`src/hw/rtl/nearest_centre_assign_defines.svh`:
```
// Assertion macros shared by the RTL. Clock and reset are the module's own
// clock and reset signals.
`ifndef NEAREST_CENTRE_ASSIGN_DEFINES_SVH
`define NEAREST_CENTRE_ASSIGN_DEFINES_SVH

// Same-cycle implication.
`define NCA_ASSERT_NOW(lbl, ante, cons, msg) \
   lbl: assert property (@(posedge clock) disable iff (reset) (ante) |-> (cons)) \
      else $error(msg);

// Next-cycle implication.
`define NCA_ASSERT_NEXT(lbl, ante, cons, msg) \
   lbl: assert property (@(posedge clock) disable iff (reset) (ante) |=> (cons)) \
      else $error(msg);

`endif

```
`src/hw/rtl/nca_pkg.sv`:
```
package nca_pkg;

   localparam int MAX_CENTRES = 16;
   localparam int MAX_DIMS    = 16;

   localparam int CIDX_W  = $clog2(MAX_CENTRES);
   localparam int DIDX_W  = $clog2(MAX_DIMS);
   localparam int ADDR_W  = CIDX_W + DIDX_W;
   localparam int COORD_W = 16;
   localparam int WGT_W   = 16;
   localparam int DIST_W  = 36;
   localparam int COST_W  = 64;
   localparam int CSR_W   = 5;

   // squares are below 2**32, MAX_DIMS of them summed
   localparam int SQ_W    = 2 * COORD_W;
   localparam int SUM_W   = SQ_W + DIDX_W;
   localparam int ACC_W   = (SUM_W > DIST_W) ? SUM_W : DIST_W + 1;

   // shared multiplier operands
   localparam int MUL_A_W = DIST_W;
   localparam int MUL_B_W = WGT_W;
   localparam int PROD_W  = MUL_A_W + MUL_B_W;

   localparam logic [DIST_W-1:0] DIST_MAX = '1;

   // pipeline depth from last issue to final compare result
   localparam int DRAIN_CYCLES = 3;
   localparam int DRAIN_W      = $clog2(DRAIN_CYCLES);

   // input item modes
   localparam logic [1:0] MODE_LOAD  = 2'd0;
   localparam logic [1:0] MODE_POINT = 2'd1;
   localparam logic [1:0] MODE_CLEAR = 2'd2;

   // register indexes
   localparam logic CSR_ACTIVE_CENTRES = 1'b0;
   localparam logic CSR_ACTIVE_DIMS    = 1'b1;

   typedef struct packed {
      logic [1:0]                mode;
      logic [3:0]                centre_index;
      logic [3:0]                dim_index;
      logic signed [COORD_W-1:0] coord_value;
      logic [WGT_W-1:0]          point_weight;
      logic                      last_coord;
   } req_type;

   typedef struct packed {
      logic [3:0]        nearest_index;
      logic [DIST_W-1:0] nearest_distance;
      logic [COST_W-1:0] total_cost;
   } rsp_type;

   typedef enum logic [2:0] {
      ST_IDLE,
      ST_SCAN,
      ST_DRAIN,
      ST_TERM,
      ST_COST
   } seq_state_type;

   // sequencer to datapath control
   typedef struct packed {
      logic              issue;
      logic              first;
      logic              last;
      logic [CIDX_W-1:0] centre;
      logic [DIDX_W-1:0] dim;
      logic              term_sel;
      logic              cost_en;
   } seq_ctl_type;

   // tag carried along the distance pipeline
   typedef struct packed {
      logic              valid;
      logic              first;
      logic              last;
      logic [CIDX_W-1:0] centre;
   } tag_type;

   // register value to last index: zero acts as one, large values saturate
   function automatic int count_to_last(int v, int maxv);
      int r;
      if (v == 0)
         r = 0;
      else if (v > maxv)
         r = maxv - 1;
      else
         r = v - 1;
      return r;
   endfunction

endpackage

```
`src/hw/rtl/nca_seq.sv`:
```
`include "nearest_centre_assign_defines.svh"

module nca_seq (
   input  logic                       clock,
   input  logic                       reset,
   input  logic                       go,
   input  logic [nca_pkg::CIDX_W-1:0] c_last,
   input  logic [nca_pkg::DIDX_W-1:0] d_last,
   output nca_pkg::seq_ctl_type       ctl,
   output logic [nca_pkg::ADDR_W-1:0] rd_addr,
   output logic                       busy
);

   nca_pkg::seq_state_type state_ff, state_in;
   logic [nca_pkg::CIDX_W-1:0]  c_ff, c_in;
   logic [nca_pkg::DIDX_W-1:0]  d_ff, d_in;
   logic [nca_pkg::DRAIN_W-1:0] drain_ff, drain_in;
   logic                        scan_done, drain_done;

   assign scan_done  = (c_ff == c_last) && (d_ff == d_last);
   assign drain_done = (drain_ff == nca_pkg::DRAIN_W'(nca_pkg::DRAIN_CYCLES - 1));

   // next state
   always_comb begin
      state_in = state_ff;
      unique case (state_ff)
         nca_pkg::ST_IDLE: begin
            if (go) state_in = nca_pkg::ST_SCAN;
         end
         nca_pkg::ST_SCAN: begin
            if (scan_done) state_in = nca_pkg::ST_DRAIN;
         end
         nca_pkg::ST_DRAIN: begin
            if (drain_done) state_in = nca_pkg::ST_TERM;
         end
         nca_pkg::ST_TERM: state_in = nca_pkg::ST_COST;
         nca_pkg::ST_COST: state_in = nca_pkg::ST_IDLE;
         default:          state_in = nca_pkg::ST_IDLE;
      endcase
   end

   // counters: dim fastest, then centre
   always_comb begin
      c_in     = c_ff;
      d_in     = d_ff;
      drain_in = '0;
      unique case (state_ff)
         nca_pkg::ST_IDLE: begin
            c_in = '0;
            d_in = '0;
         end
         nca_pkg::ST_SCAN: begin
            if (d_ff == d_last) begin
               d_in = '0;
               c_in = c_ff + 1'b1;
            end else begin
               d_in = d_ff + 1'b1;
            end
         end
         nca_pkg::ST_DRAIN: drain_in = drain_ff + 1'b1;
         default:           drain_in = '0;
      endcase
   end

   always_ff @(posedge clock) begin
      if (reset) begin
         state_ff <= nca_pkg::ST_IDLE;
         c_ff     <= '0;
         d_ff     <= '0;
         drain_ff <= '0;
      end else begin
         state_ff <= state_in;
         c_ff     <= c_in;
         d_ff     <= d_in;
         drain_ff <= drain_in;
      end
   end

   // outputs
   always_comb begin
      ctl.issue    = (state_ff == nca_pkg::ST_SCAN);
      ctl.first    = (d_ff == '0);
      ctl.last     = (d_ff == d_last);
      ctl.centre   = c_ff;
      ctl.dim      = d_ff;
      ctl.term_sel = (state_ff == nca_pkg::ST_TERM);
      ctl.cost_en  = (state_ff == nca_pkg::ST_COST);
      rd_addr      = {c_ff, d_ff};
      busy         = (state_ff != nca_pkg::ST_IDLE);
   end

   `NCA_ASSERT_NOW(a_scan_in_range, state_ff == nca_pkg::ST_SCAN, (c_ff <= c_last) && (d_ff <= d_last), "scan counter beyond active range")
   `NCA_ASSERT_NEXT(a_scan_ends_in_drain, (state_ff == nca_pkg::ST_SCAN) && scan_done, (state_ff == nca_pkg::ST_DRAIN) && (drain_ff == '0), "scan did not hand over to drain")

endmodule
```
`config.mk`:
```
export PLATFORM = sky130hd
export DESIGN_NAME = nca_seq
export DESIGN_NICKNAME = d
export VERILOG_FILES = /design/src/hw/rtl/nca_pkg.sv /design/src/hw/rtl/nca_seq.sv
export VERILOG_INCLUDE_DIRS = /design/src /design/src/hw/rtl
export SDC_FILE = /design/constraint.sdc
export NUM_CORES = 1
export LEC_CHECK = 0
export BUFFER_PORTS_ARGS = -buffer_cell sky130_fd_sc_hd__buf_2
export CAP_MARGIN = 10
export CORE_MARGIN = 5
export CORE_UTILIZATION = 44
export CTS_BUF_LIST = sky130_fd_sc_hd__clkbuf_8
export DETAILED_ROUTE_END_ITERATION = 7
export GPL_TIMING_DRIVEN = 0
export HOLD_SLACK_MARGIN = 0.15
export PLACE_DENSITY = 0.77
export SYNTH_ARGS = -nofsm -noshare
export SYNTH_HDL_FRONTEND = slang
export SYNTH_SLANG_ARGS = --single-unit
```
`constraint.sdc`:
```
create_clock -name clock -period 1.49 [get_ports clock]
set_input_delay 0.2235 -clock clock [delete_from_list [all_inputs] [get_ports clock]]
set_output_delay 0.2235 -clock clock [all_outputs]
set_load 0.01 [all_outputs]
```
==> tab_implementation.tex <==
\begin{tabular}{lr}
\hline
Metric & Value \\
\hline
\multicolumn{2}{l}{\textbf{Timing}} \\
\quad Total count of max-transition violations in the final report & 0 \\
\quad Worst Tran Pin Value & 331 ps \\
\quad Setup total negative slack & 0 ps \\
\quad Tmin final & 1440 ps \\
\quad Number of endpoints failing setup at the final stage & 0 \\
\quad Slew HR & 0.779 \\
\quad Period utilization & 0.968 \\
\quad Final critical-path setup slack & 47.4 ps \\
\quad Clock skew after layout & roughly 8.3 ps \\
\quad Final hold slack & 244 ps \\
\quad FMAX & 693 MHz \\
\quad Count of final hold-check violations & 0 \\
\quad Setup repair after global routing missed its margin & true \\
\multicolumn{2}{l}{\textbf{Power and ir drop}} \\
\quad Tot Pwr & $\sim$0.83 mW \\
\quad Leak & 0.563 nW \\
\quad Worst vdd ir & 410 uV \\
\quad Power density normalized to cell area & slightly below 700 mW/mm\^{}2 \\
\multicolumn{2}{l}{\textbf{Logic synthesis}} \\
\quad Post-synth EDFFs & 0 \\
\quad Syn. warnings & 0 \\
\quad Synthesized flop and latch total & 13 \\
\quad Largest area contributor in the netlist & dfxtp\_1 \\
\quad Number of cells produced by synthesis & between 90 and 100 \\
\quad Count of cell types in the netlist & 34 \\
\quad Share of async-settable or async-resettable flops after synthesis & 0 \\
\quad Commonest register cell after synthesis & dfxtp\_1 \\
\quad Leading post-synthesis cells by cell area & dfxtp\_1, xnor2\_1, buf\_4 \\
\quad Net Count, Synth & roughly 110 \\
\quad Most used standard cells in the synthesized netlist & dfxtp\_1, buf\_4, inv\_1, nor2\_1, xnor2\_1 \\
\quad Post-synth design cell area & 795 sq um \\
\quad Part of the Yosys area used for sequential elements & 0.328 \\
\quad Post-synthesis area per instance & 8.64 sq um \\
\quad Fraction of post-synthesis cell area in the top cell type by area & 0.328 \\
\quad Leading cell type by number of instances after synthesis & dfxtp\_1 \\
\multicolumn{2}{l}{\textbf{Final layout}} \\
\quad Layout cell share with drive strength beyond 1 & 0.515 \\
\quad Area overhead of the layout relative to synthesis & 49.8\% \\
\quad Fraction of the core area covered by cells at the end of the flow & 0.689 \\
\quad Antenna diode count & 0 \\
\quad Final \#Nets & 148 \\
\quad Layout fillers & 146 \\
\multicolumn{2}{l}{\textbf{Floorplanning}} \\
\quad Number of rows created at floorplan & 15 \\
\quad Horiz. Die Dim & 52.5 um \\
\quad Io pins & 33 \\
\quad Die H & between 50 and 60 um \\
\quad Overall die area & 0.00276 sq mm \\
\quad Total core area & $\sim$0.0017 sq mm \\
\quad Starting density of the core & 0.460 \\
\multicolumn{2}{l}{\textbf{Clock tree}} \\
\quad Latest clock arrival within the worst-skew pair & 250 ps \\
\quad Clock tree from TritonCTS & done \\
\quad Clock sink count & 13 \\
\quad Master cell of the clock root buffer & clkbuf\_8 \\
\quad H-tree level count & 1 \\
\quad Quantity of hold-fixing buffers added after cts & 0 \\
\quad Number of clock buffers inserted by TritonCTS & 3 \\
\quad Clock transition at the registers of the reported paths & 60 ps \\
\quad Max Root-Sink Buffers & 2 \\
\multicolumn{2}{l}{\textbf{Worst setup path}} \\
\quad Critical Path, Cell by Cell & xnor2\_4 -> nand4\_4 -> or4\_4 -> a21boi\_2 \\
\quad Type of origin of the critical path & register \\
\quad Largest stage delay on the critical path & 520 ps \\
\quad Type of element capturing the critical path & register \\
\quad Crit path DAT & approximately 1600 ps \\
\quad Top fanout value on the critical path & 7 \\
\quad Slowest cell on the critical path & or4\_4 \\
\quad Logic depth of the worst register-to-register path & 4 \\
\quad Worst Setup Path Type & register to register \\
\quad Required time of the critical path & 1670 ps \\
\multicolumn{2}{l}{\textbf{Place}} \\
\quad IO buf count & 32 \\
\quad Routability Congestion & 0.779 \\
\quad HPWL reported at the end of detailed placement & 1380 um \\
\quad Worst slack after detailed placement & -107 ps \\
\multicolumn{2}{l}{\textbf{Detailed routing}} \\
\quad Drt first pass iters & 4 \\
\quad Remaining antenna violation count & 0 \\
\quad Final routed wirelength across all metal layers & 2060 um \\
\quad DRC Markers & 0 \\
\quad Detailed-route via count & 822 \\
\quad Initial drt markers & 13 \\
\quad Average routed wire per standard cell & 13.1 um \\
\quad Vias per Instance & 5.24 \\
\multicolumn{2}{l}{\textbf{Global routing}} \\
\quad Wire length of the first global-routing pass & 3250 um \\
\quad Maximum number of pins on one net before global-route repair & 11 \\
\quad Number of antenna violations at the first check in global routing & 0 \\
\quad Combined global-route utilization of all metal layers & 0.163 \\
\quad Remaining global-route overflow & 0 \\
\quad Via count of the first global-routing pass & 765 \\
\multicolumn{2}{l}{\textbf{Min path}} \\
\quad Worst hold path stage count & 2 \\
\quad Min-Delay Path Class & input port to register \\
\multicolumn{2}{l}{\textbf{Outcome}} \\
\quad Result of the run & completed \\
\multicolumn{2}{l}{\textbf{Job}} \\
\quad Maximum Capacitance Violations & 0 \\
\hline
\end{tabular}
final timing paths:
kind                             startpoint     endpoint  slack (ps)
worst max register to register      d_ff[1]      c_ff[3]          50
worst min-delay path                  reset      d_ff[0]         240
worst min register to register  drain_ff[0]  drain_ff[0]         410
worst max-delay path                d_ff[1]      c_ff[3]          50
cells by family after synthesis:
| group | after synthesis | synth area share |
|---|---|---|
| AOI/OAI and AO/OA | 16 | 0.139 |
| xor gates and xnor gates | 8 | 0.0976 |
| adders and majority gates | 4 | 0.0630 |
| buffers and inverters | 18 | 0.124 |
| DFF | 13 | 0.328 |
| muxes | 1 | 0.0126 |
| and+or+nand+nor | 32 | 0.236 |
area by class of cell:
cell class / instances / area (sq um) / area share
inverters: 7 / 26.3 / 0.0221
well taps: 25 / 31.3 / 0.0263
clock inverters: 1 / 3.75 / 0.00315
clock buffers: 3 / 41.3 / 0.0347
multi-input cells: 61 / 543 / 0.456
repair buffers: 37 / 198 / 0.166
flip-flops and latches: 13 / 277 / 0.232
plain buffers: 10 / 70.1 / 0.0589
metal layers:
layer	wire length, um	track usage	up-vias
li1	-	-	401
met1	840	0.174	375
met2	990	0.283	39
met3	163	0.0285	7
met4	63	0.115	0
met5	0	0	-
cells in the final DEF (no fill, tap or decap), types with 3 or more instances in the layout:
master / instances
buf_4: 13
buf_2: 32
dfxtp_4: 4
xnor2_1: 4
inv_1: 7
xnor2_4: 4
clkbuf_8: 3
ha_1: 4
dfxtp_1: 8
nand3_1: 5
nor2_1: 7
o21ai_0: 5
power by group:
group          total (mW)  internal [mW]  switching [mW]
Clock               0.319          0.182           0.137
Sequential          0.362          0.349          0.0124
Combinational       0.145         0.0739          0.0708
through the flow:
stage                     instances  instance area, sq um
final                           157                  1190
after global placement          149                   991
after CTS                       156                  1100
after detailed placement        149                   991
after global routing            157                  1190
after floorplan                  92                   800
critical path, delay by kind of cell (launching register included):
family / cells / cell delay, ps
XOR/XNOR: 1 / 160
AO/OA/AOI/OAI: 1 / 140
flip-flops: 1 / 380
AND/OR/NAND/NOR: 2 / 690
flip-flops by register name, summed over array words and instances, names as in the netlist:
name      cells
drain_ff      2
state_ff      3
d_ff          4
c_ff          4
timing repair:
item                       4_1_cts  5_1_grt
pin swaps                        1        6
gates resized for setup         10       14
setup endpoints to repair        7        5
gates cloned                     0        0
setup buffers                    3        2
Note: power is estimated with default switching activity, not from simulation.
