==> config.mk <==
export PLATFORM = sky130hd
export DESIGN_NAME = nca_dist
export DESIGN_NICKNAME = d
export VERILOG_FILES = /design/src/hw/rtl/nearest_centre_assign_defines.svh /design/src/hw/rtl/nca_pkg.sv /design/src/hw/rtl/nca_mul.sv /design/src/hw/rtl/nca_dist.sv
export SDC_FILE = /design/constraint.sdc
export NUM_CORES = 2
export LEC_CHECK = 0
export BUFFER_PORTS_ARGS = -buffer_cell sky130_fd_sc_hd__buf_2
export CORE_MARGIN = 4
export CORE_UTILIZATION = 45
export DETAILED_ROUTE_END_ITERATION = 8
export PLACE_DENSITY = 0.69
export SLEW_MARGIN = 20
export SYNTH_ARGS = -nofsm -noshare
export SYNTH_HDL_FRONTEND = slang
export SYNTH_SLANG_ARGS = --single-unit
==> constraint.sdc <==
create_clock -name clock -period 12 [get_ports clock]
set_input_delay 2.4 -clock clock [delete_from_list [all_inputs] [get_ports clock]]
set_output_delay 2.4 -clock clock [all_outputs]
set_load 0.005 [all_outputs]
==> src/hw/rtl/nearest_centre_assign_defines.svh <==
// Assertion macros shared by the RTL. Clock and reset are the module's own
// clock and reset signals.
`ifndef NEAREST_CENTRE_ASSIGN_DEFINES_SVH
`define NEAREST_CENTRE_ASSIGN_DEFINES_SVH

// Same-cycle implication.
`define NCA_ASSERT_NOW(lbl, ante, cons, msg) \
   lbl: assert property (@(posedge clock) disable iff (reset) (ante) |-> (cons)) \
      else $error(msg);

// Next-cycle implication.
`define NCA_ASSERT_NEXT(lbl, ante, cons, msg) \
   lbl: assert property (@(posedge clock) disable iff (reset) (ante) |=> (cons)) \
      else $error(msg);

`endif

==> src/hw/rtl/nca_pkg.sv <==
package nca_pkg;

   localparam int MAX_CENTRES = 16;
   localparam int MAX_DIMS    = 16;

   localparam int CIDX_W  = $clog2(MAX_CENTRES);
   localparam int DIDX_W  = $clog2(MAX_DIMS);
   localparam int ADDR_W  = CIDX_W + DIDX_W;
   localparam int COORD_W = 16;
   localparam int WGT_W   = 16;
   localparam int DIST_W  = 36;
   localparam int COST_W  = 64;
   localparam int CSR_W   = 5;

   // squares are below 2**32, MAX_DIMS of them summed
   localparam int SQ_W    = 2 * COORD_W;
   localparam int SUM_W   = SQ_W + DIDX_W;
   localparam int ACC_W   = (SUM_W > DIST_W) ? SUM_W : DIST_W + 1;

   // shared multiplier operands
   localparam int MUL_A_W = DIST_W;
   localparam int MUL_B_W = WGT_W;
   localparam int PROD_W  = MUL_A_W + MUL_B_W;

   localparam logic [DIST_W-1:0] DIST_MAX = '1;

   // pipeline depth from last issue to final compare result
   localparam int DRAIN_CYCLES = 3;
   localparam int DRAIN_W      = $clog2(DRAIN_CYCLES);

   // input item modes
   localparam logic [1:0] MODE_LOAD  = 2'd0;
   localparam logic [1:0] MODE_POINT = 2'd1;
   localparam logic [1:0] MODE_CLEAR = 2'd2;

   // register indexes
   localparam logic CSR_ACTIVE_CENTRES = 1'b0;
   localparam logic CSR_ACTIVE_DIMS    = 1'b1;

   typedef struct packed {
      logic [1:0]                mode;
      logic [3:0]                centre_index;
      logic [3:0]                dim_index;
      logic signed [COORD_W-1:0] coord_value;
      logic [WGT_W-1:0]          point_weight;
      logic                      last_coord;
   } req_type;

   typedef struct packed {
      logic [3:0]        nearest_index;
      logic [DIST_W-1:0] nearest_distance;
      logic [COST_W-1:0] total_cost;
   } rsp_type;

   typedef enum logic [2:0] {
      ST_IDLE,
      ST_SCAN,
      ST_DRAIN,
      ST_TERM,
      ST_COST
   } seq_state_type;

   // sequencer to datapath control
   typedef struct packed {
      logic              issue;
      logic              first;
      logic              last;
      logic [CIDX_W-1:0] centre;
      logic [DIDX_W-1:0] dim;
      logic              term_sel;
      logic              cost_en;
   } seq_ctl_type;

   // tag carried along the distance pipeline
   typedef struct packed {
      logic              valid;
      logic              first;
      logic              last;
      logic [CIDX_W-1:0] centre;
   } tag_type;

   // register value to last index: zero acts as one, large values saturate
   function automatic int count_to_last(int v, int maxv);
      int r;
      if (v == 0)
         r = 0;
      else if (v > maxv)
         r = maxv - 1;
      else
         r = v - 1;
      return r;
   endfunction

endpackage

==> src/hw/rtl/nca_mul.sv <==
module nca_mul (
   input  logic                               clock,
   input  logic [nca_pkg::MUL_A_W-1:0]        op_a,
   input  logic [nca_pkg::MUL_B_W-1:0]        op_b,
   output logic [nca_pkg::PROD_W-1:0]         prod
);

   logic [nca_pkg::PROD_W-1:0] prod_ff;
   logic [nca_pkg::PROD_W-1:0] prod_in;

   assign prod_in = nca_pkg::PROD_W'(op_a) * nca_pkg::PROD_W'(op_b);

   always_ff @(posedge clock) begin
      prod_ff <= prod_in;
   end

   assign prod = prod_ff;

endmodule

==> src/hw/rtl/nca_dist.sv <==
module nca_dist (
   input  logic                               clock,
   input  logic                               reset,
   input  nca_pkg::seq_ctl_type               ctl,
   input  logic signed [nca_pkg::COORD_W-1:0] centre_value,
   input  logic signed [nca_pkg::COORD_W-1:0] point_value,
   input  logic [nca_pkg::WGT_W-1:0]          weight,
   output logic [nca_pkg::CIDX_W-1:0]         best_index,
   output logic [nca_pkg::DIST_W-1:0]         best_shown,
   output logic [nca_pkg::PROD_W-1:0]         prod
);

   nca_pkg::tag_type s1_tag_ff, s2_tag_ff, s3_tag_ff;
   logic signed [nca_pkg::COORD_W-1:0] s1_point_ff;
   logic [nca_pkg::COORD_W-1:0]        s2_abs_ff;
   logic [nca_pkg::COORD_W-1:0]        s2_abs_in;
   logic signed [nca_pkg::COORD_W:0]   diff;
   logic [nca_pkg::COORD_W:0]          mag;

   logic [nca_pkg::ACC_W-1:0]  sum_ff, sum_in;
   logic [nca_pkg::ACC_W-1:0]  best_ff;
   logic [nca_pkg::CIDX_W-1:0] best_idx_ff;
   logic [nca_pkg::ACC_W-1:0]  square;
   logic                       take;

   logic [nca_pkg::MUL_A_W-1:0] op_a;
   logic [nca_pkg::MUL_B_W-1:0] op_b;

   // stage 1: point value beside the registered RAM read
   always_ff @(posedge clock) begin
      if (reset) begin
         s1_tag_ff <= '0;
      end else begin
         s1_tag_ff.valid  <= ctl.issue;
         s1_tag_ff.first  <= ctl.first;
         s1_tag_ff.last   <= ctl.last;
         s1_tag_ff.centre <= ctl.centre;
      end
   end

   always_ff @(posedge clock) begin
      s1_point_ff <= point_value;
   end

   // stage 2: magnitude of the difference, exact in 16 bits
   always_comb begin
      diff      = {s1_point_ff[nca_pkg::COORD_W-1], s1_point_ff}
                - {centre_value[nca_pkg::COORD_W-1], centre_value};
      mag       = diff[nca_pkg::COORD_W] ? (nca_pkg::COORD_W+1)'(-diff)
                                         : (nca_pkg::COORD_W+1)'(diff);
      s2_abs_in = mag[nca_pkg::COORD_W-1:0];
   end

   always_ff @(posedge clock) begin
      if (reset) begin
         s2_tag_ff <= '0;
         s3_tag_ff <= '0;
      end else begin
         s2_tag_ff <= s1_tag_ff;
         s3_tag_ff <= s2_tag_ff;
      end
   end

   always_ff @(posedge clock) begin
      s2_abs_ff <= s2_abs_in;
   end

   // one multiplier: squares while scanning, distance times weight after
   always_comb begin
      if (ctl.term_sel) begin
         op_a = best_shown;
         op_b = weight;
      end else begin
         op_a = nca_pkg::MUL_A_W'(s2_abs_ff);
         op_b = nca_pkg::MUL_B_W'(s2_abs_ff);
      end
   end

   nca_mul u_mul (
      .clock (clock),
      .op_a  (op_a),
      .op_b  (op_b),
      .prod  (prod)
   );

   // stage 3: accumulate, strict compare keeps the lowest index on ties
   always_comb begin
      square = nca_pkg::ACC_W'(prod[nca_pkg::SQ_W-1:0]);
      sum_in = s3_tag_ff.first ? square : sum_ff + square;
      take   = s3_tag_ff.valid && s3_tag_ff.last
             && ((s3_tag_ff.centre == '0) || (sum_in < best_ff));
   end

   always_ff @(posedge clock) begin
      if (s3_tag_ff.valid) begin
         sum_ff <= sum_in;
      end
      if (take) begin
         best_ff     <= sum_in;
         best_idx_ff <= s3_tag_ff.centre;
      end
   end

   assign best_index = best_idx_ff;
   assign best_shown = (best_ff > nca_pkg::ACC_W'(nca_pkg::DIST_MAX))
                     ? nca_pkg::DIST_MAX : best_ff[nca_pkg::DIST_W-1:0];

endmodule

==> flow_results.org <==
** Clock tree
- The tree built by TritonCTS fans out to 183 sinks.
- Insertion delay of the later-clocked pin in the worst-skew pair :: 0.46 ns
- Longest Clk Path Bufs :: 2
- Buffers added to address setup during post-CTS repair amount to 0.
- Number of levels in the clock H-tree :: 4
- CTS tree :: yes
- Count of cells resized by post-cts repair :: 0
- Root cell of the clock tree :: sky130_fd_sc_hd__clkbuf_16
- The number of clock buffers added by TritonCTS is 17.
- The number of hold buffers added after CTS was 0.
- Worst-path clk slew :: 0.08 ns

** Logic synthesis
- The synthesized design contains 78 enable-type register cells.
- After synthesis, the cell types taking the most area are sky130_fd_sc_hd__fa_1 35%, sky130_fd_sc_hd__ha_1 9.6%, sky130_fd_sc_hd__edfxtp_1 8.6%.
- Of the total synthesized cell area, the portion taken by AND, OR, NAND and NOR gates is 0.1529.
- Dominant combinational cell family by area after synthesis :: adder cells
- Compound-gate portion of the synthesized area :: 0.1025
- For this run, asynchronously set or reset flops after synthesis account for 0.
- The mapped netlist covers 27110 µm².
- In the synthesized netlist, the number of instances is 3011.
- Post-synthesis share of cell area spent on xor and xnor gates :: 0.03133
- Proportion of netlist area held by the largest area contributor :: 0.3515
- Top cell type by total area after synthesis :: sky130_fd_sc_hd__fa_1
- Post-synth net total :: 3759
- Number of unique standard cell types used by synthesis :: 71
- Post-synthesis adder-cell area fraction :: 0.4479
- In this run, synthesis produced a sequential element count of 183.
- For this run, the register share of the synthesized area comes to 0.1639.
- Each instance of the synthesized netlist takes up on average 9.005 µm².
- The portion of synthesized area spent on multiplexers is 0.005907.
- Top FF cell, synth :: sky130_fd_sc_hd__dfxtp_1
- Count of synthesis-stage warnings from yosys :: 0

** Timing
- Number of setup violations in the final report :: 0
- Hold Violations, Final :: 0
- Slew headroom :: 0.1844
- After routing, the total negative slack on setup checks comes to 0 ns.
- Setup clock skew after layout :: 0.02020 ns
- Worst Tran Pin Value :: 1.223 ns
- Across all hold checks on the routed design, the worst slack comes to 0.4397 ns.
- Of the available clock period, the critical path in the final layout requires 0.8751.
- The number of pins exceeding their max-slew limit in the final report is 0.
- RSZ-0062 raised after global routing :: no
- After layout, the minimum clock period comes to 10.50 ns.
- Timing would allow up to 95.23 MHz.

** Route
- In the final routed layout, each cell accounts on average for 19.37 µm.
- Met3 WL post-DR :: 6123 µm
- Highest metal used :: met5
- Dividing the detail-routed via count by the number of cells gives 5.391.
- Post-route DRC violation count :: 0
- The count of nets left with antenna violations once routing finished came out at 0.
- After detailed routing, the met2 layer carries 35720 µm of wire.
- DRT met1 WL :: 30560 µm
- The first TritonRoute pass finished after 7 iterations.
- Overall via count from detail_route :: 20990
- For this block, the routed nets add up to 75440 µm of wire.
- After the first detailed-routing iteration, the DRC count stood at 1352.

** Placed design
- The HPWL after detailed placement is 60050 µm.
- Once placement completed, the tool counted placed cells totaling 3861.
- Port buffering added 149 buffers.
- The congestion estimate from routability-driven global placement came to 0.9357.

** Worst setup path
- Type of the worst setup path :: input port to flip-flop
- Signal arrival time at the worst endpoint :: 10.89 ns
- The worst setup path is captured at a flip-flop.
- The most numerous cell type found on the critical path is sky130_fd_sc_hd__fa_1.
- For this design, the slowest cell found on the critical path is sky130_fd_sc_hd__a21oi_1.
- Required time at the endpoint of the critical path :: 12.39 ns
- In this run the worst path has a maximum fanout of 52.
- On the worst path, the slowest cell contributes a delay of 0.98 ns.
- The worst setup path is launched from an input port.

** Min path
- The path class of the tightest hold or removal check is flip-flop to flip-flop.

** Final layout
- The area growth from synthesis to layout is 8.408%.
- Layout cells sized above 1 :: 0.08429
- Register area :: 4446 µm²
- Final layout net count :: 3855
- Utilization of the core after routing :: 0.4952
- The layout has 5542 filler cells.
- Multi-input combinational cell area :: 20100 µm²
- Number of standard cells in the layout, taps in and fillers out :: 3894

** GRT
- For this run, the total global-route usage over all layers was measured as 0.2438.
- The number of antenna violations at the first check in global routing is 2.
- Entering global routing, the biggest net connects 73 pins.
- The via count of the first global-routing pass is 22080.
- Grt ovf :: 0
- The first global-routing pass estimated 122000 µm of wire.

** Status
- Status :: finished, final reports clean

** Floorplan
- The total area inside the core boundary comes to 59350 µm².
- The die is 253.5 µm tall.
- Overall die area :: 64240 µm²
- Num rows :: 89
- Boundary pin count :: 155
- From left edge to right edge, the die measures 253.5 µm.
- Initial cell density of the core :: 0.4568

** Run
- The tool flagged a number of max-cap violations equal to 0.
[sequential cells by signal (all words and copies together), names as in the netlist]
name,flops
best_ff,37
best_index,4
s1_point_ff,16
s1_tag_ff,7
s2_abs_ff,16
s2_tag_ff,7
s3_tag_ff,7
sum_ff,37
u_mul.prod,52
[per-stage QoR]
stage	instance area, µm²	setup WS (ns)
after floorplan	27110	2.755
after global routing	29390	1.186
after detailed placement	28740	1.266
final	29390	1.499
after global placement	28740	1.282
after CTS	29390	1.719
[critical path: cells and delay by family]
kind / cells / cell delay (ns)
XOR/XNOR: 1 / 0.14
buffers and inverters: 7 / 1.24
adder cells (fa/ha/maj): 7 / 3.39
AO/OA/AOI/OAI: 8 / 3.30
AND/OR/NAND/NOR: 2 / 0.38
[worst paths after layout]
check,start,end,slack (ns),cells past startpoint
max,ctl[1],u_mul.prod[48],1.50,25
min,s3_tag_ff[1],best_index[1],0.44,0
max reg2reg,best_ff[36],u_mul.prod[51],3.25,23
min reg2reg,s3_tag_ff[1],best_index[1],0.44,0
[layout by cell type, fill, tap and decap left out, drive strengths merged, types with 42 or more instances in the layout]
cell type  count
fa           476
a21o          88
xnor2         66
nor2         191
a21oi        140
nand2        416
ha           209
buf          194
o21ai         88
nor2b         42
inv          585
and2         124
edfxtp        78
dfxtp        105
[logic make-up after synthesis]
group | after synthesis
adder cells (fa/ha/maj) | 685
AND/OR/NAND/NOR | 905
multiplexers | 15
flip-flops | 183
AO/OA/AOI/OAI | 436
buffers and inverters | 690
XOR/XNOR | 97
[cell type report]
type | instances | area share
sequential | 183 | 0.1512
clock buffer | 17 | 0.01447
inverter | 573 | 0.07317
tap | 773 | 0.03290
clock inverter | 15 | 0.007577
antenna | 1 | 0.00008514
multi-input combinational | 2138 | 0.6837
timing repair buffer | 194 | 0.03686
[routing by layer]
metal / up-vias / global-route usage
li1: 9595 / -
met1: 10380 / 0.3188
met2: 831 / 0.4036
met3: 187 / 0.04605
met4: 2 / 0.09535
met5: - / 0
[synthesized netlist by cell type (15+ instances only)]
cell / number
sky130_fd_sc_hd__nor2_1: 191
sky130_fd_sc_hd__nand2_1: 416
sky130_fd_sc_hd__and2_1: 124
sky130_fd_sc_hd__nor2b_1: 42
sky130_fd_sc_hd__o21ai_0: 76
sky130_fd_sc_hd__o21a_1: 15
sky130_fd_sc_hd__nand4_1: 20
sky130_fd_sc_hd__a21oi_1: 140
sky130_fd_sc_hd__edfxtp_1: 78
sky130_fd_sc_hd__a21o_1: 88
sky130_fd_sc_hd__nand3_1: 25
sky130_fd_sc_hd__xnor2_1: 66
sky130_fd_sc_hd__nand2b_1: 24
sky130_fd_sc_hd__inv_1: 572
sky130_fd_sc_hd__fa_1: 476
sky130_fd_sc_hd__xor2_1: 31
sky130_fd_sc_hd__clkbuf_1: 113
sky130_fd_sc_hd__dfxtp_1: 105
sky130_fd_sc_hd__o21bai_1: 20
sky130_fd_sc_hd__ha_1: 209
Power is not shown: default switching activity piles up to over one toggle a cycle in this logic, so the estimate is an artifact.
